$ cat src/rtl/gsgc_ram.sv
`timescale 1ns / 1ps
// ----------------------------------------------------------------------------
// gsgc_ram
// Generic single write, single read RAM with registered read data.
// ----------------------------------------------------------------------------
module gsgc_ram #(
	parameter int WIDTH = 8,
	parameter int DEPTH = 16
) (
	input  logic                     clk,
	input  logic                     we,
	input  logic [$clog2(DEPTH)-1:0] waddr,
	input  logic [WIDTH-1:0]         wdata,
	input  logic                     re,
	input  logic [$clog2(DEPTH)-1:0] raddr,
	output logic [WIDTH-1:0]         rdata
);

	logic [WIDTH-1:0] mem_q [DEPTH];
	logic [WIDTH-1:0] rdata_q;

	// Write port
	always_ff @(posedge clk) begin
		if (we) begin
			mem_q[waddr] <= wdata;
		end
	end

	// Read port, old data on collision, output held while not reading
	always_ff @(posedge clk) begin
		if (re) begin
			rdata_q <= mem_q[raddr];
		end
	end

	assign rdata = rdata_q;

endmodule

$ cat config.mk
export PLATFORM = sky130hd
export DESIGN_NAME = gsgc_ram
export DESIGN_NICKNAME = d
export VERILOG_FILES = /design/src/rtl/gsgc_ram.sv
export SDC_FILE = /design/constraint.sdc
export NUM_CORES = 1
export LEC_CHECK = 0
export BUFFER_PORTS_ARGS = -buffer_cell sky130_fd_sc_hd__buf_2
export CAP_MARGIN = 30
export CORE_MARGIN = 2
export CORE_UTILIZATION = 25
export DETAILED_ROUTE_END_ITERATION = 10
export HOLD_SLACK_MARGIN = 0.15
export PLACE_DENSITY = 0.46
export SYNTH_ARGS = -nofsm -noshare
export SYNTH_HDL_FRONTEND = slang
export SYNTH_SLANG_ARGS = --single-unit
$ cat constraint.sdc
create_clock -name clk -period 2.7 [get_ports clk]
set_clock_uncertainty 0.05 [all_clocks]
set_input_delay 0.135 -clock clk [delete_from_list [all_inputs] [get_ports clk]]
set_output_delay 0.135 -clock clk [all_outputs]
set_load 0.05 [all_outputs]
# Word-level counts from Yosys, hierarchy flattened

Memories as Yosys holds them, arrays and structs flattened. A register that Yosys moved wholly into a read port is not among the register bits.
Index checks and enable logic that the tools add are counted.

Flip-flop bits (word level): 0
Latch bits: 0
Memory bits (writable): 128
ROM bits: 0
Memories kept: 1

$add $sub $neg: 0
$mul: 0
Div/mod/pow operators: 0
$lt $le $gt $ge: 0
Equal/unequal tests: 0
Shifts and indexed selects: 0
Multiplexer cells: 2
Bitwise logic cells: 0
Reductions and logical operators: 0

Memory list:

| name  | words | width | rd ports | clocked after memory_dff | write ports | line | RTL |
|---|---|---|---|---|---|---|---|
| mem_q | 16    | 8     | 1        | 1                        | 1           | 19   | `logic [WIDTH-1:0] mem_q [DEPTH];` |

Operators by type and width:

| kind             | number |
|---|---|
| 1-bit 2-to-1 mux | 2 |

# Logic depth before layout (Yosys ltp)

Depth in word-level cells: 2
Mapped depth: 5
Gate-level depth less buffers: 3

# Worst setup path after synthesis

OpenSTA, ideal clock, no wires.

Path kind: input-to-reg
From: input waddr[2]
To: memory mem_q[0][0], enable pin
Library setup time: 0.383 ns
Arrival: 1.245 ns
Slack: 1.022 ns
Cell stages on the path: 2
Buffers on the path: 0
Path through: or3b_2 > nor3_1

RTL lines:

| item        | line | RTL |
|---|---|---|
| from (decl) | 12   | `input logic [$clog2(DEPTH)-1:0] waddr,` |
| to (decl)   | 19   |  |

Straight into the memory's write port.

==> results.sh <==
export IMPL_result_of_the_run="complete, no violations"
export IMPL_remaining_drc_errors=0
export IMPL_period_share_pct=59.9
export IMPL_worst_r2r_setup_slack_ps=1090
export IMPL_timing_hold_worst_path_depth=3
export IMPL_worst_hold_path_endpoint="mem_q[0][5]$_DFFE_PP_"
export IMPL_post_drt_via_cell_ratio=4.34
export IMPL_worst_slew_pin_slew_ps=902
export IMPL_worst_slew_margin_rel_pct=39.6
export IMPL_die_area_mm2=0.0221
export IMPL_fraction_of_post_synthesis_cell_area_in_the_top_cell_type_by_area_pct=78.1
export IMPL_post_synth_cell_area_avg_um2=22.8
export IMPL_worst_path_largest_cell_delay_ps=620
export IMPL_synth_top_cells_by_area="sky130_fd_sc_hd__edfxtp_1, sky130_fd_sc_hd__mux4_2, sky130_fd_sc_hd__mux4_1"
export IMPL_post_synth_top_count_cell="sky130_fd_sc_hd__edfxtp_1"
export IMPL_globalplace_congestion=0.700
export IMPL_dominantRegCellSynth="sky130_fd_sc_hd__edfxtp_1"
export IMPL_die_height_um=149
export IMPL_finalNonFillerCells=574
export IMPL_die_width_um=149
export IMPL_synth_enable_flop_cells=136
export IMPL_worst_r2r_endpoint="rdata[3]$_DFFE_PP_"
export IMPL_detailedPlacementHpwl_um=7080
export IMPL_gr_usage_all_layers_pct=10.5
export IMPL_timing_hold_worst_start="waddr[0]"
export IMPL_number_of_hold_violations_in_the_final_report=0
export IMPL_critPathCaptureType="register"
export IMPL_antenna_found_initial=0
export IMPL_achievable_frequency_mhz=618
export IMPL_route_detailed_wl_per_inst_um=18.7
export IMPL_ys_async_sr_fraction_pct=0
export IMPL_initial_util_pct=25.7
export IMPL_detailedRoute_firstPassIterationCount=6
export IMPL_dr_first_iter_drc_count=176
export IMPL_placementRows=52
export IMPL_clock_sink_count=136
export IMPL_placedCellCount=533
export IMPL_cts_inserted_buffers=17
export IMPL_grt_pass1_wl_um=16100
export IMPL_final_antenna_net_count=0
export IMPL_drive_above_1_share_pct=27.0
export IMPL_areaGrowthSynthToFinish_pct=21.1
export IMPL_synthCells=229
export IMPL_cts_repair_resize_count=0
export IMPL_crit_reg2reg_launch="mem_q[6][3]$_DFFE_PP_"
export IMPL_power_ir_vdd_worst_v=0.000435
export IMPL_synth_top_area_cell="sky130_fd_sc_hd__edfxtp_1"
export IMPL_maxCapViolCount=0
export IMPL_leakage_nw=2.08
export IMPL_report_final_setup_viol=0
export IMPL_synth_yosys_warnings=0
export IMPL_antenna_diode_count=0
export IMPL_path_class="input pin to register"
export IMPL_synth_top_cells_by_count="sky130_fd_sc_hd__edfxtp_1, sky130_fd_sc_hd__mux4_2, sky130_fd_sc_hd__a22oi_1"
export IMPL_placeableCoreArea_mm2=0.0204
export IMPL_holdCritPathClass="input pin to register"
export IMPL_mappedNetlistArea_mm2=0.00523
export IMPL_clk_slew_on_worst_s_h_paths_ps=50
export IMPL_yosysSeqAreaShare_pct=78.1
export IMPL_critPathRequiredTime_ps=2800
export IMPL_floorplan_io_pins=27
export IMPL_ff2ff_path_depth=3
export IMPL_crit_arrival_ps=1720
export IMPL_critical_path_cell_chain="buf_2 > buf_12 > mux4_1 > a22oi_1 > nand2_1"
export IMPL_num_vias=2492
export IMPL_cellPowerDensity_mw_per_mm2=722
export IMPL_clockRootBuffer="sky130_fd_sc_hd__clkbuf_16"
export IMPL_rsz0062_at_grt="false"
export IMPL_grt_overflow_total=0
export IMPL_synth_ff_latch_count=136
export IMPL_synth_cell_types=18
export IMPL_critical_path_slowest_cell="sky130_fd_sc_hd__mux4_1"
export IMPL_design_final_nets=310
export IMPL_tns_ps=0
export IMPL_io_buffers=26
export IMPL_htreeDepth=4
export IMPL_final_max_tran_viols=0
export IMPL_min_period_ps=1620
export IMPL_critical_path_startpoint_type="input pin"
export IMPL_wirelength_um=10700
export IMPL_first_global_vias=2593
export IMPL_mappedNetlistNets=248
export IMPL_clk_latency_ps=410
export IMPL_max_clock_path_buffers=2
export IMPL_crit_path_max_fanout=14
export IMPL_cts_tree="built"
export IMPL_grt_max_degree=19
export IMPL_totalPowerFinal_w=0.00457
==> repair_timing <==
action                                 in CTS  in global routing
buffers inserted                            0                  0
hold buffers                                9                  0
endpoints found under the hold margin     136                  0
==> stage by stage <==
step	setup WS (ps)	hold slack (ps)	util, %	cell area [um2]
floorplan	1020	184	-	5230
global placement	625	470	28.3	5760
detailed placement	610	471	28.3	5760
CTS	1060	211	31.1	6330
global route	998	242	31.1	6330
finish	1080	223	31.1	6330
==> cell type report <==
cell class | count | area [um2]
Clock inverter | 7 | 28.8
Tap cell | 270 | 338
Timing Repair Buffer | 53 | 368
Clock buffer | 25 | 455
Fill cell | 1956 | 14000
Multi-Input combinational cell | 83 | 1060
Sequential cell | 136 | 4080
==> worst max path at each step <==
stage | cells after the start | slack, ps | end | startpoint
after global routing | 5 | 1000 | rdata[3]$_DFFE_PP_ | raddr[0]
final | 5 | 1080 | rdata[3]$_DFFE_PP_ | raddr[0]
after detailed placement | 5 | 610 | rdata[3]$_DFFE_PP_ | raddr[0]
after floorplan | 2 | 1020 | mem_q[0][0]$_DFFE_PP_ | waddr[2]
after CTS | 5 | 1060 | rdata[3]$_DFFE_PP_ | raddr[0]
after global placement | 5 | 630 | rdata[3]$_DFFE_PP_ | raddr[0]
==> power by group <==
group / leakage (nW) / switching [W] / internal (W)
logic: 0.611 / 0.000164 / 0.0000993
registers: 1.24 / 0.0000114 / 0.00238
clock network: 0.235 / 0.000763 / 0.00115
total: 2.08 / 0.000938 / 0.00363
==> worst max-delay path, delay by kind of cell <==
| family | cells | cell delay [ps] |
|---|---|---|
| compound gates | 1 | 280 |
| buf+inv | 2 | 570 |
| mux | 1 | 620 |
| simple gates | 1 | 110 |
==> per-layer routing <==
metal,track usage (%),routed length [um]
met1,13.3,4840
met3,3.31,424
met4,4.29,173
met5,0,0
met2,16.7,5310
==> flip-flops by register name, indices dropped and copies added, names as in the netlist <==
register	cells
mem_q	128
rdata	8
==> placed cells by master (no fill, tap or decap), drive strengths merged <==
cell type / n
mux4: 32
a22oi: 16
nand2: 9
edfxtp: 136
nor2b: 1
nor3: 4
nor2: 13
nand3b: 2
dlygate4sd3: 9
nand3: 1
and2b: 1
buf: 44
clkbuf: 25
clkinv: 7
and2: 1
nand2b: 2
or3b: 1
==> cell families after synthesis <==
group,synth area share [%]
flip-flops,78.1
AND/OR/NAND/NOR,3.14
multiplexers,14.8
AO/OA/AOI/OAI,2.30
buffers and inverters,1.65
Note: power is estimated with default switching activity, not from simulation.
