**config.mk**
```make
export PLATFORM = sky130hd
export DESIGN_NAME = gsgc_queue
export DESIGN_NICKNAME = d
export VERILOG_FILES = /design/src/rtl/gsgc_pkg.sv /design/src/rtl/gsgc_queue.sv
export SDC_FILE = /design/constraint.sdc
export NUM_CORES = 1
export LEC_CHECK = 0
export BUFFER_PORTS_ARGS = -buffer_cell sky130_fd_sc_hd__buf_2
export CAP_MARGIN = 0
export CORE_MARGIN = 8
export CORE_UTILIZATION = 53
export DETAILED_ROUTE_END_ITERATION = 8
export GPL_ROUTABILITY_DRIVEN = 1
export PLACE_DENSITY = 0.8
export SYNTH_ARGS = -nofsm -noshare
export SYNTH_HDL_FRONTEND = slang
export SYNTH_SLANG_ARGS = --single-unit
```
**constraint.sdc**
```tcl
create_clock -name clk -period 4.7 [get_ports clk]
set_input_delay 0.705 -clock clk [delete_from_list [all_inputs] [get_ports clk]]
set_output_delay 0.705 -clock clk [all_outputs]
set_load 0.01 [all_outputs]
```
**src/rtl/gsgc_pkg.sv**
```systemverilog
`timescale 1ns / 1ps
// ----------------------------------------------------------------------------
// gsgc_pkg
// Shared types, constants and helpers of the greedy graph clustering block.
// ----------------------------------------------------------------------------
package gsgc_pkg;

	// Membership store geometry
	localparam int MAX_VERTICES = 4096;
	localparam int AW           = $clog2(MAX_VERTICES);

	// Field widths
	localparam int VID_W   = 12;
	localparam int WGT_W   = 16;
	localparam int CLS_W   = 12;
	localparam int CNT_W   = 13;
	localparam int THR_W   = 17;
	localparam int CFG_W   = 17;
	localparam int MEM_W   = CLS_W + 1;

	// Saturation limits
	localparam logic [CNT_W-1:0] CNT_MAX   = '1;
	localparam logic [CLS_W-1:0] CLASS_MAX = '1;

	// Reset values of the configuration registers
	localparam logic [WGT_W-1:0] SNODE_MIN_RST = 16'd5;
	localparam logic [THR_W-1:0] GLUE_THR_RST  = 17'd32768;

	// Configuration register indexes
	typedef enum logic [0:0] {
		REG_SNODE_MIN = 1'b0,
		REG_GLUE_THR  = 1'b1
	} cfg_reg_t;

	// Word held per vertex in the membership store
	typedef struct packed {
		logic             assigned;
		logic [CLS_W-1:0] cls;
	} mem_word_t;

	// One neighbor entry with its membership lookup
	typedef struct packed {
		logic [VID_W-1:0] vid;
		logic [WGT_W-1:0] weight;
		logic [VID_W-1:0] nid;
		logic             present;
		logic             last;
		mem_word_t        mem;
	} entry_t;

	// Placement write issued by the back end
	typedef struct packed {
		logic             en;
		logic [VID_W-1:0] addr;
		logic [CLS_W-1:0] cls;
	} place_wr_t;

	// Write port of the membership RAM
	typedef struct packed {
		logic          en;
		logic [AW-1:0] addr;
		mem_word_t     data;
	} ram_wr_t;

	// Bring a queued entry up to date with a placement made after its lookup
	function automatic entry_t patch_entry(entry_t e, place_wr_t wr);
		entry_t r;
		r = e;
		if (wr.en && (wr.addr == e.nid)) begin
			r.mem.assigned = 1'b1;
			r.mem.cls      = wr.cls;
		end
		return r;
	endfunction

endpackage

```
**src/rtl/gsgc_queue.sv**
```systemverilog
`timescale 1ns / 1ps
// ----------------------------------------------------------------------------
// gsgc_queue
// Two-entry queue between front and back; keeps lookups current on placement.
// ----------------------------------------------------------------------------
module gsgc_queue (
	input  logic                clk,
	input  logic                arst_n,
	input  logic                push,
	input  gsgc_pkg::entry_t    push_entry,
	output logic                space,
	input  logic                pop,
	output logic                head_valid,
	output gsgc_pkg::entry_t    head,
	input  gsgc_pkg::place_wr_t place_wr
);

	import gsgc_pkg::*;

	logic [1:0] count_q;
	entry_t     slot0_q;
	entry_t     slot1_q;
	entry_t     slot0_p;
	entry_t     slot1_p;
	entry_t     slot0_d;
	entry_t     slot1_d;

	assign head_valid = (count_q != 2'd0);
	assign head       = slot0_q;
	assign space      = (count_q != 2'd2) || pop;

	assign slot0_p = patch_entry(slot0_q, place_wr);
	assign slot1_p = patch_entry(slot1_q, place_wr);

	// Occupancy
	always_ff @(posedge clk or negedge arst_n) begin
		if (!arst_n) begin
			count_q <= 2'd0;
		end else if (push && !pop) begin
			count_q <= count_q + 2'd1;
		end else if (pop && !push) begin
			count_q <= count_q - 2'd1;
		end
	end

	// Next slot contents; slots shift toward the head
	always_comb begin
		slot0_d = slot0_p;
		slot1_d = slot1_p;
		case (count_q)
			2'd0: begin
				if (push) begin
					slot0_d = push_entry;
				end
			end
			2'd1: begin
				if (push && pop) begin
					slot0_d = push_entry;
				end else if (push) begin
					slot1_d = push_entry;
				end
			end
			2'd2: begin
				if (pop) begin
					slot0_d = slot1_p;
					if (push) begin
						slot1_d = push_entry;
					end
				end
			end
			default: begin
				slot0_d = slot0_p;
			end
		endcase
	end

	always_ff @(posedge clk) begin
		slot0_q <= slot0_d;
		slot1_q <= slot1_d;
	end

endmodule

```
; After elaboration in Yosys (flattened, before gate mapping)
; Index checks and enable logic that the tools add are counted.
; W data, S select, Z words.
[classes]
n_addsub = 2
n_eq_ne = 9
n_mux = 12
reduce_logical = 15
[ops]
columns = cell, n
row1 = $mux W55, 6
row2 = $pmux W55 S3, 1
row3 = $pmux W55 S2, 1
row4 = $mux W13, 2
row5 = $eq A12 B12 Y1, 2
row6 = $ne A2 B2 Y1 const B, 5
row7 = $reduce_bool A2 Y1, 3
row8 = $logic_and A1 B1 Y1, 5
row9 = $mux W2, 2
row10 = $reduce_and A4 Y1, 1
row11 = $reduce_and A3 Y1, 1
row12 = $reduce_bool A3 Y1, 1
row13 = $add A2 B1 Y2 const B, 1
row14 = $eq A2 B1 Y1 const B, 1
row15 = $eq A2 B2 Y1 const B, 1
row16 = $logic_not A1 Y1, 2
row17 = $logic_not A2 Y1, 1
row18 = $sub A2 B1 Y2 const B, 1
row19 = $logic_or A1 B1 Y1, 1
[totals]
reg_bits = 112
in_bits = 84
out_inout_bits = 57

; Depth between registers and ports, before layout
[logic_depth]
depth_word = 6
mapped_depth = 9
mapped_depth_nobuf = 7

; Worst setup path before layout
; Ideal clock, no wire load.
[synth_timing]
kind = in2reg
start = input port push
end = register slot0_q (netlist bit head[13]), enable pin
arrival_time_ns = 3.653
setup_slack_ns = 0.591
path_stages = 5
n_path_buf = 1
cell_sequence = ha_1 > nor2b_1 > or3_1 > clkbuf_1 > a21oi_1
[synth_via]
elab_chain_len = 3
word_cells_on_any_way = 4
[synth_rtl]
columns = item, line_no
row1 = "start, declared", gsgc_queue.sv:9  ; input logic push,
row2 = $logic_and A1 B1 Y1, gsgc_queue.sv:57  ; if (push && pop) begin
row3 = $ne A2 B2 Y1 (no source line), -
row4 = $reduce_and A4 Y1 (no source line) (*), -
row5 = "end signal, assigned", gsgc_queue.sv:78  ; slot0_q <= slot0_d;
row6 = "end, declared", gsgc_queue.sv:21  ; entry_t slot0_q;
; Mark *: on every way between the ends. The rest lies on a longest branch, timed or not.
; A chain may end at the register's enable or synchronous reset.

==> metrics.json <==
{
  "placed_design": {
    "place_ws_ps": 1660,
    "finalWeightedCongestion": 0.820,
    "hpwlAfterDp_um": 9700,
    "post_dp_area_um2": 6360,
    "io_buffer_count": 140
  },
  "synth": {
    "synth.avg_cell_area_um2": 11.1,
    "synth-edff-count": 84,
    "synth.ff_latch_count": 112,
    "synthesis.nets": 592,
    "netlist_instances": 502,
    "netlist-cell-type-count": 35,
    "mappedNetlistArea_um2": 5560,
    "postSynth.asyncResetShare_pct": 1.79,
    "synthesis.yosys.warnings": 0,
    "synth_seq_area_share_pct": 55.6,
    "postSynth.topFlopCell": "edfxtp_1"
  },
  "clock_tree": {
    "numClockSinks": 112,
    "cts-buffers-inserted": 9,
    "h_tree_levels": 3,
    "clockRootBuffer": "clkbuf_8",
    "post_cts.resized_instances": 0,
    "cts-root-to-sink-buffers": 2,
    "clock_insertion_delay_worst_skew_ps": 370,
    "postCtsSetupRepairBufs": 0,
    "post_cts_hold_buffer_count": 0,
    "clock_tree_from_tritoncts": "done",
    "clock_pin_slew_on_the_worst_setup_and_hold_paths_ps": 110
  },
  "route": {
    "final_antenna_net_count": 0,
    "route.vias.total": 4323,
    "routed_wirelength_um": 13900,
    "drt-vias-per-instance": 5.66,
    "drc": 0,
    "wl_per_cell_um": 18.2,
    "drt-pass1-iter-count": 5,
    "drt_first_iter_violations": 346
  },
  "floorplan": {
    "fp.coreArea_um2": 10300,
    "top_level_ports": 141,
    "chipHeight_um": 118,
    "initial_core_util_pct": 54.1,
    "num_rows": 37,
    "die_w_um": 118,
    "dieArea_um2": 14000
  },
  "setup_path": {
    "kind_of_start_point_of_the_critical_path": "flip-flop",
    "critPathRequiredTime_ps": 4990,
    "data_arrival_time_of_the_critical_path_ps": 3290,
    "setup.worst_path.class": "flip-flop to flip-flop",
    "worst_setup_path_end_kind": "flip-flop",
    "critical_path_peak_fanout": 44
  },
  "run": {
    "max-cap-violations": 0
  },
  "timing": {
    "timing.slew.headroom_pct": 19.7,
    "post-route-min-period_ps": 3000,
    "tns_ps": 0,
    "report.final.setup_viol": 0,
    "peak_freq_mhz": 334,
    "worst_pin_slew_ps": 1200,
    "final.setup_skew_ps": 11.5,
    "finalHoldViolations": 0,
    "layout_worst_path_cycle_share_pct": 63.7,
    "grt_setup_unrepaired": "no",
    "final.setup.worst_slack_ps": 1700,
    "maxSlewViolCount": 0
  },
  "hold_path": {
    "holdCritPathClass": "input pin to async pin"
  },
  "layout": {
    "multi_input_gate_area_in_the_final_layout_um2": 2340,
    "register_cell_area_after_layout_um2": 3090,
    "layout.cell_area.non_filler_um2": 6590,
    "layout_cell_share_with_drive_strength_beyond_1_pct": 27.1,
    "layout.filler_cells": 815,
    "areaGrowthSynthToFinish_pct": 18.4,
    "final_core_utilization_pct": 64.1,
    "design.final.nets": 713,
    "antenna_cells": 0
  },
  "power_and_ir_drop": {
    "p_per_area_nw_per_um2": 676,
    "static-leakage-power_nw": 2.77,
    "vdd_drop_max_mv": 0.368
  },
  "global_route": {
    "grt_pass1_wl_um": 22000,
    "vias_in_the_first_global_route": 4419,
    "antenna_found_initial": 0,
    "gr_util_all_layers_pct": 19.1,
    "grt_max_degree": 46,
    "grt-ovfl-total": 0
  },
  "outcome": {
    "outcome": "finished clean"
  }
}
-- cell usage in the layout, fill, tap and decap left out, types with 2 or more instances in the layout --
master     count
a21oi_1       14
a22oi_1       42
buf_2        140
buf_4          4
bufinv_16      2
clkbuf_8       9
clkinv_4       2
dfrtp_1        2
dfxtp_1       26
edfxtp_1      84
ha_1           5
inv_1          8
mux2i_1       66
nand2_1       30
nand2b_1       2
nand3_1        2
nand4_1        4
nor2_1        88
nor2b_1       15
o211ai_1       3
o21ai_0       24
o21ai_1        2
o21ai_4        2
o221ai_1      10
xnor2_1       25
-- per-stage QoR --
stage / power, mW / hold slack, ps / instances
4_1_cts: 4.47 / 91.6 / 764
3_3_place_gp: 3.77 / 478 / 748
2_1_floorplan: 3.17 / 409 / 502
3_5_place_dp: 3.83 / 488 / 748
6_report: 4.45 / 97.5 / 764
5_1_grt: 4.72 / 78.1 / 764
-- final timing paths --
kind                            slack, ps          end  cells after the start        start
worst max-delay path                 1700  slot1_q[11]                      8   count_q[0]
worst min register to register        530  slot1_q[12]                      2  slot1_q[12]
worst min-delay path                  100   count_q[1]                      1       arst_n
max in group asynchronous            4510   count_q[0]                      1       arst_n
worst max register to register       1700  slot1_q[11]                      8   count_q[0]
min in group clk                      530  slot1_q[12]                      2  slot1_q[12]
-- registers in the layout (all words and copies together) (netlist names) --
register / flops
head: 55
count_q: 2
slot1_p: 42
slot1_q: 13
-- synth_stat cells (2+ instances only) --
library cell | number | area (um^2)
nand3_1 | 2 | 10.0
o211ai_1 | 3 | 22.5
mux2i_1 | 66 | 661
inv_1 | 8 | 30.0
nor2b_1 | 16 | 100
xnor2_1 | 25 | 219
edfxtp_1 | 84 | 2520
clkbuf_1 | 30 | 113
o21ai_0 | 24 | 120
dfrtp_1 | 2 | 50.1
ha_1 | 6 | 75.1
o221ai_1 | 10 | 87.6
a21oi_1 | 15 | 75.1
dfxtp_1 | 26 | 521
nand4_1 | 4 | 25.0
a22oi_1 | 42 | 315
o21ai_1 | 4 | 20.0
nor2_1 | 88 | 330
nand2b_1 | 2 | 12.5
nand2_1 | 30 | 113
-- logic make-up (layout without fill, tap and decap cells) --
family          after synthesis  after routing  synth area share [%]
flops                       112            112                  55.6
buf+inv                      42            168                  3.35
fa+ha+maj                     6              6                  1.35
compound gates              102            102                  12.2
simple gates                147            147                  11.3
mux                          67             67                  12.1
xor+xnor                     26             26                  4.09
-- where the power goes --
| group | internal (mW) | switching, mW |
|---|---|---|
| Clock | 0.307 | 0.339 |
| Sequential | 1.75 | 0.249 |
| Combinational | 0.642 | 1.16 |
-- routing by layer --
layer / global-route usage (%) / vias up / part of all wire (%) / wire length (um)
met5: 0 / - / 0 / 0
met4: 4.98 / 0 / 1.2 / 161
met3: 4.76 / 11 / 6.7 / 930
met2: 32.3 / 167 / 50 / 6930
met1: 23.9 / 2085 / 42 / 5910
li1: - / 2060 / - / -
-- final cells by class --
| cell class | count | share of cell area [%] |
|---|---|---|
| inverter | 8 | 0.456 |
| tap | 136 | 2.58 |
| sequential | 112 | 46.9 |
| multi-input combinational | 348 | 35.5 |
| clock buffer | 9 | 1.88 |
| clock inverter | 7 | 1.56 |
| timing repair buffer | 144 | 11.1 |
-- worst max-delay path, stage by stage, from the launching register on --
cell	delay, ps
dfrtp_1	440
inv_1	100
ha_1	220
and2_2	780
o21ai_4	40
buf_4	290
nor2_1	750
nand2_1	110
a32oi_1	180
No activity file was read; power rests on OpenSTA's default activity.
