### src/rtl/gsgc_pkg.sv
`timescale 1ns / 1ps
// ----------------------------------------------------------------------------
// gsgc_pkg
// Shared types, constants and helpers of the greedy graph clustering block.
// ----------------------------------------------------------------------------
package gsgc_pkg;

	// Membership store geometry
	localparam int MAX_VERTICES = 4096;
	localparam int AW           = $clog2(MAX_VERTICES);

	// Field widths
	localparam int VID_W   = 12;
	localparam int WGT_W   = 16;
	localparam int CLS_W   = 12;
	localparam int CNT_W   = 13;
	localparam int THR_W   = 17;
	localparam int CFG_W   = 17;
	localparam int MEM_W   = CLS_W + 1;

	// Saturation limits
	localparam logic [CNT_W-1:0] CNT_MAX   = '1;
	localparam logic [CLS_W-1:0] CLASS_MAX = '1;

	// Reset values of the configuration registers
	localparam logic [WGT_W-1:0] SNODE_MIN_RST = 16'd5;
	localparam logic [THR_W-1:0] GLUE_THR_RST  = 17'd32768;

	// Configuration register indexes
	typedef enum logic [0:0] {
		REG_SNODE_MIN = 1'b0,
		REG_GLUE_THR  = 1'b1
	} cfg_reg_t;

	// Word held per vertex in the membership store
	typedef struct packed {
		logic             assigned;
		logic [CLS_W-1:0] cls;
	} mem_word_t;

	// One neighbor entry with its membership lookup
	typedef struct packed {
		logic [VID_W-1:0] vid;
		logic [WGT_W-1:0] weight;
		logic [VID_W-1:0] nid;
		logic             present;
		logic             last;
		mem_word_t        mem;
	} entry_t;

	// Placement write issued by the back end
	typedef struct packed {
		logic             en;
		logic [VID_W-1:0] addr;
		logic [CLS_W-1:0] cls;
	} place_wr_t;

	// Write port of the membership RAM
	typedef struct packed {
		logic          en;
		logic [AW-1:0] addr;
		mem_word_t     data;
	} ram_wr_t;

	// Bring a queued entry up to date with a placement made after its lookup
	function automatic entry_t patch_entry(entry_t e, place_wr_t wr);
		entry_t r;
		r = e;
		if (wr.en && (wr.addr == e.nid)) begin
			r.mem.assigned = 1'b1;
			r.mem.cls      = wr.cls;
		end
		return r;
	endfunction

endpackage

### src/rtl/gsgc_back.sv
`timescale 1ns / 1ps
// ----------------------------------------------------------------------------
// gsgc_back
// Counts in-class neighbors, decides placement and holds the result register.
// ----------------------------------------------------------------------------
module gsgc_back (
	input  logic                        clk,
	input  logic                        arst_n,
	input  logic                        cfg_we,
	input  logic                        cfg_index,
	input  logic [gsgc_pkg::CFG_W-1:0]  cfg_wdata,
	input  logic                        head_valid,
	input  gsgc_pkg::entry_t            head,
	output logic                        pop,
	output gsgc_pkg::place_wr_t         place_wr,
	output logic                        out_valid,
	input  logic                        out_ready,
	output logic [gsgc_pkg::VID_W-1:0]  placed_vertex,
	output logic [gsgc_pkg::CLS_W-1:0]  class_id,
	output logic                        opened_class,
	output logic                        class_has_supernode
);

	import gsgc_pkg::*;

	logic [WGT_W-1:0] snode_min_q;
	logic [THR_W-1:0] glue_thr_q;
	logic [CLS_W-1:0] cur_class_q;
	logic [CNT_W-1:0] cur_size_q;
	logic             cur_super_q;
	logic [CNT_W-1:0] hits_q;
	logic             first_q;
	logic             out_valid_q;
	logic [VID_W-1:0] placed_q;
	logic [CLS_W-1:0] class_q;
	logic             opened_q;
	logic             super_q;

	logic             nid_in_range;
	logic             vid_in_range;
	logic             hit;
	logic [CNT_W-1:0] hits_eff;
	logic             snode;
	logic [CLS_W-1:0] cls_inc;
	logic [29:0]      lhs;
	logic [29:0]      rhs;
	logic             glue;
	logic [CLS_W-1:0] cls;
	logic             super_after;
	logic             decide;

	// Configuration registers
	always_ff @(posedge clk or negedge arst_n) begin
		if (!arst_n) begin
			snode_min_q <= SNODE_MIN_RST;
			glue_thr_q  <= GLUE_THR_RST;
		end else if (cfg_we) begin
			case (cfg_reg_t'(cfg_index))
				REG_SNODE_MIN: snode_min_q <= cfg_wdata[WGT_W-1:0];
				REG_GLUE_THR:  glue_thr_q  <= cfg_wdata[THR_W-1:0];
				default:       glue_thr_q  <= glue_thr_q;
			endcase
		end
	end

	// Entry fires unless it needs the result register and that is blocked
	assign pop    = head_valid && (!head.last || !out_valid_q || out_ready);
	assign decide = pop && head.last;

	// Neighbor already in the current class
	assign nid_in_range = (32'(head.nid) < MAX_VERTICES);
	assign vid_in_range = (32'(head.vid) < MAX_VERTICES);
	assign hit = head.present && nid_in_range && head.mem.assigned &&
		(head.mem.cls == cur_class_q);
	assign hits_eff = (hit && (hits_q != CNT_MAX)) ? hits_q + 1'b1 : hits_q;

	// Decision: hits * 1.0 >= threshold * size
	assign snode   = (head.weight >= snode_min_q);
	assign cls_inc = (cur_class_q != CLASS_MAX) ? cur_class_q + 1'b1 : cur_class_q;
	assign lhs     = {1'b0, hits_eff, 16'b0};
	assign rhs     = {13'b0, glue_thr_q} * {17'b0, cur_size_q};

	always_comb begin
		if (!first_q) begin
			glue = 1'b0;
			cls  = '0;
		end else if (snode && cur_super_q) begin
			glue = 1'b0;
			cls  = cls_inc;
		end else begin
			glue = (lhs >= rhs);
			cls  = glue ? cur_class_q : cls_inc;
		end
		super_after = glue ? (cur_super_q || snode) : snode;
	end

	// Membership store update
	assign place_wr.en   = decide && vid_in_range;
	assign place_wr.addr = head.vid;
	assign place_wr.cls  = cls;

	// Class state
	always_ff @(posedge clk or negedge arst_n) begin
		if (!arst_n) begin
			cur_class_q <= '0;
			cur_size_q  <= '0;
			cur_super_q <= 1'b0;
			hits_q      <= '0;
			first_q     <= 1'b0;
		end else if (decide) begin
			hits_q      <= '0;
			first_q     <= 1'b1;
			cur_super_q <= super_after;
			if (glue) begin
				if (cur_size_q != CNT_MAX) begin
					cur_size_q <= cur_size_q + 1'b1;
				end
			end else begin
				cur_class_q <= cls;
				cur_size_q  <= CNT_W'(1);
			end
		end else if (pop) begin
			hits_q <= hits_eff;
		end
	end

	// Result register
	always_ff @(posedge clk or negedge arst_n) begin
		if (!arst_n) begin
			out_valid_q <= 1'b0;
		end else if (decide) begin
			out_valid_q <= 1'b1;
		end else if (out_ready) begin
			out_valid_q <= 1'b0;
		end
	end

	always_ff @(posedge clk) begin
		if (decide) begin
			placed_q <= head.vid;
			class_q  <= cls;
			opened_q <= !glue;
			super_q  <= super_after;
		end
	end

	assign out_valid           = out_valid_q;
	assign placed_vertex       = placed_q;
	assign class_id            = class_q;
	assign opened_class        = opened_q;
	assign class_has_supernode = super_q;

endmodule

### config.mk
export PLATFORM = sky130hd
export DESIGN_NAME = gsgc_back
export DESIGN_NICKNAME = d
export VERILOG_FILES = /design/src/rtl/gsgc_pkg.sv /design/src/rtl/gsgc_back.sv
export SDC_FILE = /design/constraint.sdc
export NUM_CORES = 1
export LEC_CHECK = 0
export BUFFER_PORTS_ARGS = -buffer_cell sky130_fd_sc_hd__buf_2
export CAP_MARGIN = 20
export CORE_MARGIN = 5
export CORE_UTILIZATION = 60
export DETAILED_ROUTE_END_ITERATION = 10
export GPL_TIMING_DRIVEN = 0
export PLACE_DENSITY = 0.81
export SLEW_MARGIN = 20
export SYNTH_ARGS = -nofsm -noshare
export SYNTH_HDL_FRONTEND = slang
export SYNTH_SLANG_ARGS = --single-unit
### constraint.sdc
create_clock -name clk -period 18.4 [get_ports clk]
set_input_delay 3.68 -clock clk [delete_from_list [all_inputs] [get_ports clk]]
set_output_delay 3.68 -clock clk [all_outputs]
set_load 0.005 [all_outputs]
Word-level counts from Yosys, hierarchy flattened
Index checks and enable logic that the tools add are counted.
Word-level totals
  output and inout port bits: 53
  bits of input ports: 78
  register bits after elaboration: 100
  logic and storage cells: 57
Operators by class
  multiply operators: 1
  order comparisons: 2
  bitwise logic cells: 2
  reduce and logical (&&, ||, !) cells: 18
  eq/ne operators: 5
  multiplexer cells: 14
  add/sub/neg operators: 3
Operators by type and width (number)
  $mux 13: 5
  $mux 12: 4
  $ge 29x30->1: 1
  $mul 17x13->30: 1
  $add 13x1->13 const B: 2
  $ne 13x13->1 const B: 2
  $ge 16x16->1: 1
  $add 12x1->12 const B: 1
  $eq 12x12->1: 1
  $ne 12x12->1 const B: 1
  $reduce_and 2->1: 4
  $logic_and 1x1->1: 6
  $mux 1: 5
  $reduce_bool 2->1: 2
  $logic_not 1->1: 3
  $logic_or 1x1->1: 3
  $ne 2x1->1 const B: 1
  $not 1->1: 2

Longest topological paths before layout
  depth in word-level cells: 9
  depth in mapped cells: 34
  depth with buffers taken out: 31

Least setup slack after synthesis
Ideal clock, no wire load.
  path type: reg-to-output
  start: register cur_size_q[3]
  end: output port place_wr[6] (netlist name)
  stages on the path, launching flop included: 33
  data arrival time: 7.732 ns
  path slack: 6.988 ns
  path buffers: 3
  data required time: 14.720 ns
  cells stage by stage: dfrtp_1 -> clkbuf_1 -> clkbuf_1 -> and2_1 -> fa_1 -> inv_1 -> fa_1 -> inv_1 -> fa_1 -> fa_1 -> inv_1 -> fa_1 -> inv_1 -> ha_1 -> a21oi_1 -> o21ai_0 -> o31a_1 -> or4_1 -> a31o_2 -> nor2b_1 -> o41ai_1 -> xor2_1 -> ha_1 -> nand3_1 -> nor2_1 -> nand3_1 -> a2111oi_4 -> o2111ai_2 -> o21ai_4 -> a21oi_1 -> buf_2 -> a21bo_2 -> a21oi_1
RTL lines
  start, declared: line gsgc_back.sv:29  | logic [CNT_W-1:0] cur_size_q;
  start signal, assigned: line gsgc_back.sv:116  | cur_size_q <= cur_size_q + 1'b1;
  end, declared: line gsgc_back.sv:15  | output gsgc_pkg::place_wr_t place_wr,

==> summary.txt <==
Floorplan
  • Starting density of the core: 60.9%
  • Die W: 156 um
  • Chip height: 156 um
  • Core ar.: 0.0210 mm^2
  • Die area: 0.0243 mm^2
  • Row count: 53
  • I/O Pins: 131

Worst setup path
  • CP most frequent cell: fa_1
  • Crit end category: output pin
  • Reg2reg start: cur_size_q[7]
  • Buffers & Inverters on Critical Path: 5
  • WS Path Type: flop to output pin
  • CP Launch Type: flop
  • CP required: 14.72 ns
  • Crit path largest cell delay: 0.86 ns
  • Critical Path AT: 10.16 ns
  • Crit-path max FO: 10
  • Largest delay contributor family on the critical path: compound AO/OA/AOI/OAI gates
  • Slowest-stage cell, CP: a2111oi_0
  • Worst setup path start: cur_size_q[7]

Finish
  • Nets: 1869
  • Commonest non-fill, non-tap cells in the layout: 207 x inv_1, 183 x nand2_1, 165 x fa_1, 123 x buf_2, 117 x and2_1
  • Area growth from synthesis to layout: 9.96%
  • Ratio of cells with drive above 1 in the final layout: 13.0%
  • Sequential cell area: 0.00264 mm^2
  • Antenna diode count: 0
  • Multi-input gate area: 0.00900 mm^2
  • Commonest non-fill, non-tap cell in the layout: inv_1
  • Layout filler cell count: 1688

Global routing
  • Remaining Overflow, GRT: 0
  • First-pass GRT wire length: 52.6 mm
  • GRT Total Usage: 26.8%
  • Antenna violations before repair: 0
  • Largest net degree at the start of global routing: 48
  • Vias in the first global route: 10800

Route
  • Via count: 10400
  • Drt first-iter violations: 650
  • Vias per cell: 5.78
  • Pre-antenna DRT Iters: 5
  • ANT nets after route: 0
  • Drt drc: 0
  • Routed wire length: 31.3 mm
  • DR WL/cell: 17.4 um

Clock tree
  • # hold bufs at CTS: 0
  • Clock latency on the worst-skew pair: 0.37 ns
  • Cts bufs inserted: 9
  • Post-CTS sizing: 0
  • CTS tree: built
  • CTS sink cnt: 100
  • CTS clock-pin slew for the worst setup and hold paths: 0.07 ns
  • CTS H-tree depth: 3
  • Clk root buf: clkbuf_16
  • Setup Fix Bufs, Post-CTS: 0
  • CTS Buffer Depth: 2

STA
  • Setup TNS: 0 ns
  • Worst Skew: 0.0179 ns
  • Final worst path period share: 75.2%
  • RSZ-0062 raised after global routing: false
  • Setup violations, final: 0
  • Final-report hold violation count: 0
  • Tmin final: 13.84 ns
  • Rel. slew slack: 34.0%
  • Slew @ Worst Pin: 0.965 ns
  • Final max-slew violation count: 0
  • FMAX: 72.2 MHz

Logic synthesis
  • Syn_area_per_cell: 9.19 um^2
  • Synthesis warning total: 0
  • Asr flop ratio synth: 74.0%
  • Sequential share of the synthesized area: 20.7%
  • Syn nets: 1738
  • Mapped Cells: 1388
  • Post-synth EDFFs: 26
  • Ys flop type: dfrtp_1
  • Yosys reg bits: 100
  • Synth cell types: 74
  • Synthesized cell area: 0.0128 mm^2

Power and ir drop
  • Max rail drop VDD: 57.9 uV
  • Cell Pwr Density: 47.5 mW/mm^2
  • Leak pwr: 7.10 nW
  • Power, Total: 666 uW

Min path
  • Hold path start: snode_min_q[2]
  • Worst min path class: flop to flop

Place
  • HPWL Detailed: 25.0 mm
  • Number of port buffers: 118
  • GPL Wtd Cong: 0.926

Status
  • Status: completed

Flow run
  • Maxcap violations: 0
==> per-layer routing <==
layer / vias up / global-route usage (%) / routed length, um
met4: 0 / 8.63 / 863
met5: - / 0 / 0
met1: 5093 / 36.1 / 12800
li1: 4774 / - / -
met2: 457 / 44.0 / 15200
met3: 78 / 5.13 / 2380
==> cells by family (layout without fill, tap and decap cells) <==
group,Yosys count,after routing,share of synthesized area [%]
AND/OR/NAND/NOR,455,455,17.8
buffers and inverters,285,421,8.82
adder cells (fa/ha/maj),272,272,36.4
AO/OA/AOI/OAI,208,208,11.2
flip-flops,100,100,20.7
XOR/XNOR,42,42,2.88
multiplexers,26,26,2.26
==> final timing paths <==
kind / slack [ns] / cells past startpoint / to
hold reg to reg: 0.52 / 2 / snode_min_q[2]
hold / removal: 0.52 / 2 / snode_min_q[2]
setup / recovery: 4.56 / 31 / place_wr[6]
setup reg to reg: 8.52 / 28 / class_id[11]
max in group asynchronous: 14.57 / 2 / cur_size_q[2]
min in group asynchronous: 3.24 / 1 / glue_thr_q[0]
==> stage by stage <==
stage / utilization [%] / hold WS, ns / instance area [um^2] / setup slack, ns / instances
6_report: 67.0 / 0.521 / 14000 / 4.56 / 1799
5_1_grt: 67.0 / 0.564 / 14000 / 3.99 / 1799
4_1_cts: 67.0 / 0.526 / 14000 / 4.73 / 1799
3_5_place_dp: 65.6 / 0.515 / 13700 / 5.16 / 1783
3_3_place_gp: 65.3 / 0.502 / 13700 / 5.16 / 1781
2_1_floorplan: - / 0.478 / 12800 / 6.99 / 1388
==> registers in the layout, indices dropped and copies added (netlist names) <==
signal,count
out_valid,1
cur_size_q,13
snode_min_q,16
cur_class_q,12
cur_super_q,1
glue_thr_q,17
class_has_supernode,1
class_id,12
first_q,1
placed_vertex,12
opened_class,1
hits_q,13
==> synth_stat cells, types with 3 or more instances <==
| library cell | count | share of area, % |
|---|---|---|
| a211oi_1 | 11 | 0.65 |
| a21o_1 | 28 | 1.6 |
| a21oi_1 | 41 | 1.6 |
| a22o_1 | 7 | 0.48 |
| a31o_2 | 3 | 0.21 |
| a31oi_1 | 7 | 0.34 |
| and2_1 | 117 | 5.7 |
| and3_1 | 14 | 0.69 |
| buf_1 | 3 | 0.088 |
| buf_2 | 5 | 0.20 |
| buf_4 | 13 | 0.76 |
| clkbuf_1 | 56 | 1.6 |
| dfrtp_1 | 71 | 14 |
| dfstp_2 | 3 | 0.62 |
| edfxtp_1 | 26 | 6.1 |
| fa_1 | 165 | 26 |
| ha_1 | 107 | 10 |
| inv_1 | 207 | 6.1 |
| mux2_2 | 22 | 1.9 |
| mux2i_1 | 4 | 0.31 |
| nand2_1 | 183 | 5.4 |
| nand2b_1 | 12 | 0.59 |
| nand3_1 | 36 | 1.4 |
| nand4_1 | 12 | 0.59 |
| nor2_1 | 41 | 1.2 |
| nor2b_1 | 5 | 0.25 |
| nor3_1 | 12 | 0.47 |
| nor4_1 | 4 | 0.20 |
| o211ai_1 | 9 | 0.53 |
| o21a_1 | 3 | 0.18 |
| o21ai_0 | 51 | 2.0 |
| o31ai_1 | 12 | 0.71 |
| or2_2 | 4 | 0.20 |
| or4_1 | 5 | 0.29 |
| xnor2_1 | 30 | 2.1 |
| xor2_1 | 12 | 0.82 |
==> cell type report <==
class,count,share of cell area [%]
buffer,77,2.46
inverter,208,5.56
clock inverter,6,0.330
timing repair buffer,120,4.57
clock buffer,10,1.70
tap,275,2.45
multi-input combinational,1003,64.1
sequential,100,18.8
==> report_power, final <==
part	total (mW)	switching [mW]	internal, mW
Clock	0.188	0.0907	0.0970
Sequential	0.268	0.0174	0.251
Combinational	0.210	0.127	0.0834
==> worst min-delay path, cell delays in order (launching register included) <==
cell and delay, ns:
dfstp_2 0.36, inv_1 0.07, o21ai_0 0.09
(Power assumes the default switching activity.)
