==> src/rtl/gsgc_pkg.sv <==
`timescale 1ns / 1ps
// ----------------------------------------------------------------------------
// gsgc_pkg
// Shared types, constants and helpers of the greedy graph clustering block.
// ----------------------------------------------------------------------------
package gsgc_pkg;

	// Membership store geometry
	localparam int MAX_VERTICES = 4096;
	localparam int AW           = $clog2(MAX_VERTICES);

	// Field widths
	localparam int VID_W   = 12;
	localparam int WGT_W   = 16;
	localparam int CLS_W   = 12;
	localparam int CNT_W   = 13;
	localparam int THR_W   = 17;
	localparam int CFG_W   = 17;
	localparam int MEM_W   = CLS_W + 1;

	// Saturation limits
	localparam logic [CNT_W-1:0] CNT_MAX   = '1;
	localparam logic [CLS_W-1:0] CLASS_MAX = '1;

	// Reset values of the configuration registers
	localparam logic [WGT_W-1:0] SNODE_MIN_RST = 16'd5;
	localparam logic [THR_W-1:0] GLUE_THR_RST  = 17'd32768;

	// Configuration register indexes
	typedef enum logic [0:0] {
		REG_SNODE_MIN = 1'b0,
		REG_GLUE_THR  = 1'b1
	} cfg_reg_t;

	// Word held per vertex in the membership store
	typedef struct packed {
		logic             assigned;
		logic [CLS_W-1:0] cls;
	} mem_word_t;

	// One neighbor entry with its membership lookup
	typedef struct packed {
		logic [VID_W-1:0] vid;
		logic [WGT_W-1:0] weight;
		logic [VID_W-1:0] nid;
		logic             present;
		logic             last;
		mem_word_t        mem;
	} entry_t;

	// Placement write issued by the back end
	typedef struct packed {
		logic             en;
		logic [VID_W-1:0] addr;
		logic [CLS_W-1:0] cls;
	} place_wr_t;

	// Write port of the membership RAM
	typedef struct packed {
		logic          en;
		logic [AW-1:0] addr;
		mem_word_t     data;
	} ram_wr_t;

	// Bring a queued entry up to date with a placement made after its lookup
	function automatic entry_t patch_entry(entry_t e, place_wr_t wr);
		entry_t r;
		r = e;
		if (wr.en && (wr.addr == e.nid)) begin
			r.mem.assigned = 1'b1;
			r.mem.cls      = wr.cls;
		end
		return r;
	endfunction

endpackage

==> src/rtl/gsgc_front.sv <==
`timescale 1ns / 1ps
// ----------------------------------------------------------------------------
// gsgc_front
// Accepts neighbor entries, looks up neighbor membership, clears the store.
// ----------------------------------------------------------------------------
module gsgc_front (
	input  logic                      clk,
	input  logic                      arst_n,
	input  logic                      in_valid,
	output logic                      in_ready,
	input  logic [gsgc_pkg::VID_W-1:0] vertex_id,
	input  logic [gsgc_pkg::WGT_W-1:0] vertex_weight,
	input  logic [gsgc_pkg::VID_W-1:0] neighbor_id,
	input  logic                      neighbor_present,
	input  logic                      last_entry,
	input  gsgc_pkg::place_wr_t       place_wr,
	input  gsgc_pkg::mem_word_t       ram_rdata,
	output logic                      ram_re,
	output logic [gsgc_pkg::AW-1:0]   ram_raddr,
	output gsgc_pkg::ram_wr_t         ram_wr,
	input  logic                      q_space,
	output logic                      q_push,
	output gsgc_pkg::entry_t          q_entry
);

	import gsgc_pkg::*;

	logic                 clearing_q;
	logic [AW-1:0]        clr_addr_q;
	logic                 s1_valid_q;
	entry_t               s1_entry_s1;
	logic                 s1_fwd_s1;
	logic [CLS_W-1:0]     s1_fwd_cls_s1;
	logic                 accept;
	logic                 in_hit;
	logic                 s1_hit;
	entry_t               lookup;

	// Clearing pass over the membership store after reset
	always_ff @(posedge clk or negedge arst_n) begin
		if (!arst_n) begin
			clearing_q <= 1'b1;
			clr_addr_q <= '0;
		end else if (clearing_q) begin
			clr_addr_q <= clr_addr_q + 1'b1;
			if (clr_addr_q == AW'(MAX_VERTICES - 1)) begin
				clearing_q <= 1'b0;
			end
		end
	end

	// RAM write port: clear sweep, then placements
	always_comb begin
		if (clearing_q) begin
			ram_wr.en            = 1'b1;
			ram_wr.addr          = clr_addr_q;
			ram_wr.data.assigned = 1'b0;
			ram_wr.data.cls      = '0;
		end else begin
			ram_wr.en   = place_wr.en;
			ram_wr.addr = AW'(place_wr.addr);
			ram_wr.data.assigned = 1'b1;
			ram_wr.data.cls      = place_wr.cls;
		end
	end

	// Handshake
	assign q_push   = s1_valid_q && q_space;
	assign in_ready = !clearing_q && (!s1_valid_q || q_push);
	assign accept   = in_valid && in_ready;

	assign ram_re    = accept;
	assign ram_raddr = AW'(neighbor_id);

	// Placements landing after the lookup was issued
	assign in_hit = place_wr.en && (place_wr.addr == neighbor_id);
	assign s1_hit = place_wr.en && (place_wr.addr == s1_entry_s1.nid);

	// Lookup stage control
	always_ff @(posedge clk or negedge arst_n) begin
		if (!arst_n) begin
			s1_valid_q <= 1'b0;
		end else if (accept) begin
			s1_valid_q <= 1'b1;
		end else if (q_push) begin
			s1_valid_q <= 1'b0;
		end
	end

	// Lookup stage payload and forwarding
	always_ff @(posedge clk) begin
		if (accept) begin
			s1_entry_s1.vid     <= vertex_id;
			s1_entry_s1.weight  <= vertex_weight;
			s1_entry_s1.nid     <= neighbor_id;
			s1_entry_s1.present <= neighbor_present;
			s1_entry_s1.last    <= last_entry;
			s1_entry_s1.mem     <= '0;
			s1_fwd_s1           <= in_hit;
			s1_fwd_cls_s1       <= place_wr.cls;
		end else if (s1_hit) begin
			s1_fwd_s1     <= 1'b1;
			s1_fwd_cls_s1 <= place_wr.cls;
		end
	end

	// Merge RAM data with forwarded placements
	always_comb begin
		lookup = s1_entry_s1;
		if (s1_fwd_s1) begin
			lookup.mem.assigned = 1'b1;
			lookup.mem.cls      = s1_fwd_cls_s1;
		end else begin
			lookup.mem = ram_rdata;
		end
		q_entry = patch_entry(lookup, place_wr);
	end

endmodule

==> config.mk <==
export PLATFORM = sky130hd
export DESIGN_NAME = gsgc_front
export DESIGN_NICKNAME = d
export VERILOG_FILES = /design/src/rtl/gsgc_pkg.sv /design/src/rtl/gsgc_front.sv
export SDC_FILE = /design/constraint.sdc
export NUM_CORES = 1
export LEC_CHECK = 0
export BUFFER_PORTS_ARGS = -buffer_cell sky130_fd_sc_hd__buf_2
export CORE_UTILIZATION = 46
export CTS_BUF_LIST = sky130_fd_sc_hd__clkbuf_8
export CTS_CLUSTER_DIAMETER = 200
export CTS_CLUSTER_SIZE = 40
export DETAILED_ROUTE_END_ITERATION = 8
export PLACE_DENSITY = 0.95
export SLEW_MARGIN = 20
export SYNTH_ARGS = -nofsm -noshare
export SYNTH_HDL_FRONTEND = slang
export SYNTH_SLANG_ARGS = --single-unit
==> constraint.sdc <==
create_clock -name clk -period 3.1 [get_ports clk]
set_clock_uncertainty 0.2 [all_clocks]
set_input_delay 0 -clock clk [delete_from_list [all_inputs] [get_ports clk]]
set_output_delay 0 -clock clk [all_outputs]
set_load 0.01 [all_outputs]
# Yosys cells after proc, flatten, opt, wreduce, memory -nomap -nowiden
# Index checks and enable logic that the tools add are counted.
# W data, S select, Z words.
dict set report op_classes {
  addsub 1
  eq_ne 3
  n_mux 11
  reduce_logical 10
}
# op n
set op_table {}
lappend op_table {{$mux W13} 2}
lappend op_table {{$mux W26} 1}
lappend op_table {{$eq A12 B12 Y1} 2}
lappend op_table {{$mux W12} 2}
lappend op_table {{$add A12 B1 Y12 const B} 1}
lappend op_table {{$eq A12 B12 Y1 const B} 1}
lappend op_table {{$mux W1} 6}
lappend op_table {{$logic_and A1 B1 Y1} 5}
lappend op_table {{$reduce_bool A2 Y1} 2}
lappend op_table {{$logic_not A1 Y1} 2}
lappend op_table {{$logic_or A1 B1 Y1} 1}
dict set report word_totals {
  regBits 69
  input_bits 84
  out_inout_bits 96
  elab_cells 35
}

# Longest topological paths before layout
# Gate-level depths: netlist (run 1).
dict set report depth {
  ltp_word 5
  ltp_mapped 6
  ltp_nobuf 5
}

# Least setup slack after synthesis (run 1)
# Ideal clock, no wire load.
dict set report synth_path {
  path_type {reg-to-reg}
  start {reg s1_entry_s1, in the netlist q_entry[22]}
  end {reg s1_fwd_cls_s1[0] (enable)}
  setup_ps 356
  arrival_time_ps 1771
  t_required_ps 2544
  path_slack_ps 773
  stages_incl_launch_ff 7
  path_buffers 2
  period_less_slack_ps 2327
  cell_sequence {edfxtp_1 > xnor2_1 > nand3_1 > or4_4 > buf_6 > buf_12 > nand2_1}
}
dict set report synth_between {
  elab_chain_len 3
}
# element line_no
set synth_lines {}
lappend synth_lines {{start: declaration} gsgc_front.sv:31} ;# entry_t s1_entry_s1;
lappend synth_lines {{$eq A12 B12 Y1} gsgc_front.sv:77} ;# assign s1_hit = place_wr.en && (place_wr.addr == s1_entry_s1.nid);
lappend synth_lines {{$logic_and A1 B1 Y1} gsgc_front.sv:77}
lappend synth_lines {{$reduce_bool A2 Y1 (no line)} n/a}
lappend synth_lines {{end signal: assignment} gsgc_front.sv:100} ;# s1_fwd_cls_s1 <= place_wr.cls;
lappend synth_lines {{end signal: assignment} gsgc_front.sv:103} ;# s1_fwd_cls_s1 <= place_wr.cls;
lappend synth_lines {{end: declaration} gsgc_front.sv:33} ;# logic [CLS_W-1:0] s1_fwd_cls_s1;
# Every way passes these cells.
# A chain may end at the register's enable or synchronous reset.

==> flow_metrics.env, run 1 <==
export IMPL_status="complete, no violations"
export IMPL_max_cap_violations=0
export IMPL_ir_drop_uv=418.7
export IMPL_holdWs_ns=0.07276
export IMPL_cts_root_buffer="clkbuf_8"
export IMPL_critPathMaxFanout=14
export IMPL_finalHoldViolCount=0
export IMPL_drtPass1Iterations=4
export IMPL_first_iter_violations=56
export IMPL_post_cts_resized=0
export IMPL_p_leak_nw=2.192
export IMPL_criticalPathCategory="reg -> out"
export IMPL_via_count=2599
export IMPL_cts_hold_buf=61
export IMPL_ios=180
export IMPL_clockBufferDepth=2
export IMPL_hp_class="in -> out"
export IMPL_diodes=0
export IMPL_syn_nets=295
export IMPL_path_clk_slew_ns=0.07
export IMPL_num_nets_final=530
export IMPL_num_rows=29
export IMPL_cts_tree="done"
export IMPL_core_area_sq_mm=0.006531
export IMPL_rsz0062_at_grt="false"
export IMPL_synth_cell_types=28
export IMPL_ys_flop_type="edfxtp_1"
export IMPL_syn_area_sq_mm=0.003184
export IMPL_layout_drive_gt1_share_pct=52.44
export IMPL_ant_nets=0
export IMPL_fin_crit_ns=2.417
export IMPL_fillerInstances=422
export IMPL_die_height_um=85.20
export IMPL_grt_pass1_vias=2689
export IMPL_die_area_sq_mm=0.007259
export IMPL_start_util_pct=48.75
export IMPL_finalSetupViolations=0
export IMPL_fin_setup_tns_ns=0
export IMPL_start_kind="flip-flop"
export IMPL_cp_required_ns=2.90
export IMPL_portBuffers=179
export IMPL_synth_seq_cells=69
export IMPL_cts_made_buffers=9
export IMPL_drc=0
export IMPL_overflow=0
export IMPL_die_w_um=85.20
export IMPL_synth_edf_count=55
export IMPL_yosysMostFrequentCell="edfxtp_1"
export IMPL_power_mw=2.144
export IMPL_tightest_slew_ns=0.5637
export IMPL_synthDominantCellAreaShare_pct=51.87
export IMPL_grt_start_max_net_pins=44
export IMPL_ys_top_cells_by_area="edfxtp_1 (52%), mux2_2 (10%), dfrtp_1 (10%)"
export IMPL_grt_first_pass_wirelength_um=13540
export IMPL_critPathCaptureType="output pin"
export IMPL_cts_sinks=69
export IMPL_syn2layout_area_growth_pct=52.50
export IMPL_yosysTopAreaCell="edfxtp_1"
export IMPL_slew_headroom_pct=62.29
export IMPL_fmax_mhz=413.8
export IMPL_postCtsSetupBuffers=0
export IMPL_dp_hpwl_um=6004
export IMPL_synthCells=210
export IMPL_antenna_found_initial=0
export IMPL_drv_slew=0
export IMPL_syn_area_per_cell_sq_um=15.16
export IMPL_yosys_warnings=0
export IMPL_via_per_inst=4.932
export IMPL_gp_congestion=0.8451
export IMPL_synthArstFlopShare_pct=20.29
export IMPL_power_density_mw_per_mm2=441.6
export IMPL_ys_top_cells_by_count="edfxtp_1 (55), mux2_2 (29), xnor2_1 (25), dfrtp_1 (13)"
export IMPL_wirelength_um=9210
export IMPL_insertion_delay_ns=0.35
export IMPL_cp_arrival_ns=2.22
export IMPL_cts_htree_levels=3
export IMPL_ys_seq_area_share_pct=62.91
export IMPL_grtUsageTotal_pct=25.80
export IMPL_post_route_period_util_pct=77.95
export IMPL_wl_per_cell_um=17.48
-- cell usage in the layout (no fill, tap or decap) --
cell type      count
buf_2            179
dlygate4sd3_1     61
edfxtp_1          55
mux2_2            29
xnor2_1           25
dfrtp_1           13
nor2b_1           12
xor2_1            10
nand2_1            9
clkbuf_8           9
mux2_4             8
nand4_1            6
inv_1              4
nand3_1            4
nor2_1             4
clkinv_2           3
and4_1             2
nor4_1             2
clkinv_4           2
buf_4              2
or4_4              1
a21oi_1            1
or2_2              1
o31a_1             1
nand2b_1           1
a41o_1             1
o21ai_0            1
ha_1               1
dfstp_2            1
bufinv_16          1
clkinv_1           1
-- power by group --
part           switching [mW]  internal, mW
sequential             0.0201          1.06
clock                   0.330         0.367
combinational           0.171         0.198
total                   0.521          1.62
-- sequential cells by signal (all words and copies together) (netlist names) --
name	count
s1_fwd_s1	1
clr_addr_q	12
clearing_q	1
s1_fwd_cls_s1	12
q_entry	42
s1_valid_q	1
-- kinds of logic (layout without fill, tap and decap cells) --
family | after synthesis | in the layout | synth area share, %
adder cells (fa/ha/maj) | 1 | 1 | 0.3929
flip-flops | 69 | 69 | 62.91
AND/OR/NAND/NOR | 42 | 42 | 7.387
AO/OA/AOI/OAI | 4 | 4 | 0.9035
buffers and inverters | 22 | 262 | 4.755
XOR/XNOR | 35 | 35 | 9.627
multiplexers | 37 | 37 | 14.03
-- per-layer routing --
| layer | global-route usage [%] | vias to the layer above | wire length [um] |
|---|---|---|---|
| met2 | 47.51 | 129 | 4932 |
| li1 | - | 1214 | - |
| met5 | 0 | - | 0 |
| met4 | 11.09 | 0 | 238 |
| met3 | 6.907 | 20 | 633 |
| met1 | 27.80 | 1236 | 3406 |
-- cell type report --
class / count / area, sq um / area share [%]
flip-flops and latches: 69 / 2003 / 41.25
repair buffers: 242 / 1521 / 31.33
multi-input cells: 119 / 1030 / 21.21
clock buffers: 9 / 123.9 / 2.551
well taps: 77 / 96.34 / 1.984
clock inverters: 7 / 66.31 / 1.366
inverters: 4 / 15.01 / 0.3092
-- stage by stage --
stage / instance area [sq um] / cells / utilization, % / worst slack [ns]
3_3_place_gp: 4055 / 450 / 62.09 / 0.7731
4_1_cts: 4856 / 527 / 74.35 / 0.6716
5_1_grt: 4856 / 527 / 74.35 / 0.5309
2_1_floorplan: 3184 / 210 / - / 0.7734
3_5_place_dp: 4055 / 450 / 62.09 / 0.7044
6_report: 4856 / 527 / 74.35 / 0.6834
-- worst paths after layout --
| kind | startpoint | end | slack (ns) | cells after the start |
|---|---|---|---|---|
| worst max-delay path | q_entry[22] | q_entry[6] | 0.68 | 5 |
| worst min register to register | clr_addr_q[7] | clr_addr_q[7] | 0.29 | 1 |
| worst min-delay path | ram_rdata[12] | q_entry[12] | 0.07 | 4 |
| max in group asynchronous | arst_n | clr_addr_q[3] | 1.24 | 4 |
| min in group asynchronous | arst_n | clearing_q | 0.48 | 3 |
| worst max register to register | q_entry[22] | s1_fwd_cls_s1[10] | 0.70 | 4 |
-- critical path, cell delays in order, from the launching register on --
cell and delay, ns:
edfxtp_1 0.40, xnor2_1 0.17, nand3_1 0.12, or4_4 0.69, mux2_4 0.35, buf_2 0.14
No activity file was read; power rests on OpenSTA's default activity.
==> run 2, diff against run 1 <==
--- a/config.mk
+++ b/config.mk
@@ -5,13 +5,14 @@
 export SDC_FILE = /design/constraint.sdc
 export NUM_CORES = 1
 export LEC_CHECK = 0
+export ABC_AREA = 1
 export BUFFER_PORTS_ARGS = -buffer_cell sky130_fd_sc_hd__buf_2
 export CORE_UTILIZATION = 46
 export CTS_BUF_LIST = sky130_fd_sc_hd__clkbuf_8
 export CTS_CLUSTER_DIAMETER = 200
 export CTS_CLUSTER_SIZE = 40
 export DETAILED_ROUTE_END_ITERATION = 8
-export PLACE_DENSITY = 0.95
+export PLACE_DENSITY = 0.94
 export SLEW_MARGIN = 20
 export SYNTH_ARGS = -nofsm -noshare
 export SYNTH_HDL_FRONTEND = slang
==> constraint.sdc (replaced) <==
create_clock -name clk -period 2.5 [get_ports clk]
set_clock_uncertainty 0.2 [all_clocks]
set_input_delay 0 -clock clk [delete_from_list [all_inputs] [get_ports clk]]
set_output_delay 0 -clock clk [all_outputs]
set_load 0.01 [all_outputs]
==> run 2 against run 1 <==
- largest power group unchanged
- count of clock-buffer cells in the layout stayed put
- flip-flop and latch count stayed put
- power is 35% higher
- non-clock buffer count is 1 higher
- first-iteration DRC count grew to 3.1 times the previous value
- critical path type unchanged
- synthesized area is 5.8% higher
- highest routed layer unchanged
- combinational power is 27% higher
- critical path depth stayed put
==> flow_metrics.env, run 2 <==
export IMPL_clockBufferDepth=2
export IMPL_yosysMostFrequentCell="nand2_1"
export IMPL_via_per_inst=4.670
export IMPL_criticalPathCategory="reg -> out"
export IMPL_wl_per_cell_um=14.57
export IMPL_synthArstFlopShare_pct=20.29
export IMPL_ys_flop_type="edfxtp_1"
export IMPL_yosysTopAreaCell="edfxtp_1"
export IMPL_syn_nets=456
export IMPL_gp_congestion=0.9101
export IMPL_fillerInstances=521
export IMPL_synthCells=371
export IMPL_finalHoldViolCount=0
export IMPL_rsz0062_at_grt="false"
export IMPL_combPwrFrac_pct=16.2
export IMPL_fmax_mhz=459.5
export IMPL_seq_area_sq_mm=0.002003
export IMPL_final_cell_mix="buf_2 (179), nand2_1 (137), dlygate4sd3_1 (59)"
export IMPL_core_area_sq_mm=0.006944
export IMPL_die_area_sq_mm=0.007669
export IMPL_fin_setup_tns_ns=0
export IMPL_final_common_cell="buf_2"
export IMPL_hp_class="in -> reg"
export IMPL_start_kind="flip-flop"
export IMPL_diodes=0
export IMPL_clkPwrFrac_pct=37.5
export IMPL_final_cell_count_no_fill=705
export IMPL_syn2layout_area_growth_pct=51.71
export IMPL_via_count=3292
export IMPL_syn_area_sq_mm=0.003368
export IMPL_grt_first_pass_wirelength_um=15430
export IMPL_synthDominantCellAreaShare_pct=49.03
export IMPL_post_place_cells=630
export IMPL_layout_drive_gt1_share_pct=34.81
export IMPL_slew_headroom_pct=59.57
export IMPL_drtPass1Iterations=4
export IMPL_post_route_period_util_pct=87.05
export IMPL_cts_made_buffers=9
export IMPL_drv_slew=0
export IMPL_die_height_um=87.57
export IMPL_ir_drop_uv=584.5
export IMPL_placed_cell_area_sq_mm=0.004282
export IMPL_grt_start_max_net_pins=26
export IMPL_cts_hold_buf=59
export IMPL_postCtsSetupBuffers=0
export IMPL_multiInputGateArea_sq_mm=0.001041
export IMPL_finalSetupViolations=0
export IMPL_cp_arrival_ns=1.98
export IMPL_largest_register_ffs=42
export IMPL_critPathMaxFanout=25
export IMPL_synth_seq_cells=69
export IMPL_cts_tree="done"
export IMPL_die_w_um=87.57
export IMPL_antenna_found_initial=0
export IMPL_ys_top_cells_by_area="edfxtp_1 (49%), nand2_1 (15%), dfrtp_1 (9.7%)"
export IMPL_overflow=0
export IMPL_ys_seq_area_share_pct=59.47
export IMPL_path_clk_slew_ns=0.07
export IMPL_wirelength_um=10280
export IMPL_ys_top_cells_by_count="nand2_1 (137), edfxtp_1 (55), inv_1 (42), nor2_1 (34), nand3_1 (18)"
export IMPL_cts_root_buffer="clkbuf_8"
export IMPL_num_rows=30
export IMPL_ios=180
export IMPL_cts_sinks=69
export IMPL_grtUsageTotal_pct=27.07
export IMPL_dp_hpwl_um=6866
export IMPL_dp_slack_ns=0.4225
export IMPL_cp_required_ns=2.30
export IMPL_max_cap_violations=0
export IMPL_p_leak_nw=2.607
export IMPL_insertion_delay_ns=0.34
export IMPL_first_iter_violations=174
export IMPL_yosys_warnings=0
export IMPL_portBuffers=179
export IMPL_drc=0
export IMPL_pwr_share_seq_pct=46.3
export IMPL_p_int_mw=2.190
export IMPL_switching_share_pct=24.22
export IMPL_grt_pass1_vias=3297
export IMPL_power_density_mw_per_mm2=565.5
export IMPL_post_cts_resized=0
export IMPL_setup_ws_ns=0.3239
export IMPL_p_switching_uw=700.0
export IMPL_syn_area_per_cell_sq_um=9.079
export IMPL_status="complete, no violations"
export IMPL_start_util_pct=48.50
export IMPL_ant_nets=0
export IMPL_synth_cell_types=26
export IMPL_fin_crit_ns=2.176
export IMPL_synth_edf_count=55
export IMPL_tightest_slew_ns=0.6044
export IMPL_fin_area_sq_mm=0.005110
export IMPL_cts_htree_levels=3
export IMPL_num_nets_final=689
export IMPL_critPathCaptureType="output pin"
-- run 2: cell count changes after synthesis, moves of 3 or more --
cell | before | now
mux2_2 | 29 | 0
nor2_1 | 4 | 34
xor2_1 | 10 | 7
nand2_1 | 9 | 137
nand4_1 | 6 | 2
xnor2_1 | 25 | 9
inv_2 | 0 | 7
nor2b_1 | 12 | 0
mux2_4 | 8 | 0
inv_1 | 4 | 42
nand3_1 | 4 | 18
o21ai_0 | 1 | 13
-- run 2: stage by stage --
| stage | hold WS (ns) | power [mW] | util [%] |
|---|---|---|---|
| floorplan | -0.4956 | 1.548 | - |
| global placement | -0.2884 | 1.735 | 61.66 |
| detailed placement | -0.2846 | 1.749 | 61.66 |
| CTS | 0.03733 | 2.887 | 73.59 |
| global route | 0.08241 | 2.993 | 73.59 |
| finish | 0.05975 | 2.890 | 73.59 |
-- run 2: area by class of cell --
type	instances	share of cell area, %
clock buffer	9	2.424
clock inverter	7	2.228
inverter	49	3.599
multi-input combinational	232	20.37
sequential	69	39.20
tap	96	2.351
timing repair buffer	243	29.82
-- run 2: metal layers --
metal / part of all wire (%) / wire, um / up-vias / global-route usage, %
li1: - / - / 1618 / -
met5: 0 / 0 / - / 0
met2: 51 / 5222 / 178 / 47.87
met1: 38 / 3910 / 1456 / 30.62
met4: 3.4 / 349 / 0 / 12.37
met3: 7.7 / 793 / 40 / 7.352
-- run 2: logic make-up (layout without fill, tap and decap cells) --
logic type | after synthesis | after routing | share of synthesized area, %
xor+xnor | 16 | 16 | 4.161
simple gates | 199 | 199 | 23.81
fa+ha+maj | 1 | 1 | 0.3714
buf+inv | 70 | 308 | 9.621
compound gates | 16 | 16 | 2.563
flops | 69 | 69 | 59.47
-- run 2: critical path: stages, from the launching register on --
cell,delay (ns)
dfstp_2,0.71
nor2_1,0.10
nand2_1,0.16
inv_2,0.25
buf_4,0.27
buf_2,0.15
-- run 2: final timing paths --
kind	to	slack, ns	start	cells after the start
min reg2reg	clr_addr_q[11]	0.33	clr_addr_q[11]	1
max reg2reg	s1_fwd_s1	0.40	q_entry[24]	5
min in group asynchronous	clearing_q	0.53	arst_n	3
max	ram_re	0.32	clearing_q	5
min	s1_fwd_s1	0.06	place_wr[13]	6
max in group asynchronous	s1_valid_q	0.56	arst_n	4
-- run 2: power groups by stage --
| stage | combinational [mW] | clock (mW) | sequential (mW) |
|---|---|---|---|
| floorplan | 0.168 | 0 | 1.38 |
| global placement | 0.379 | 0 | 1.36 |
| detailed placement | 0.389 | 0 | 1.36 |
| CTS | 0.462 | 1.09 | 1.34 |
| global route | 0.512 | 1.14 | 1.34 |
| finish | 0.469 | 1.08 | 1.34 |
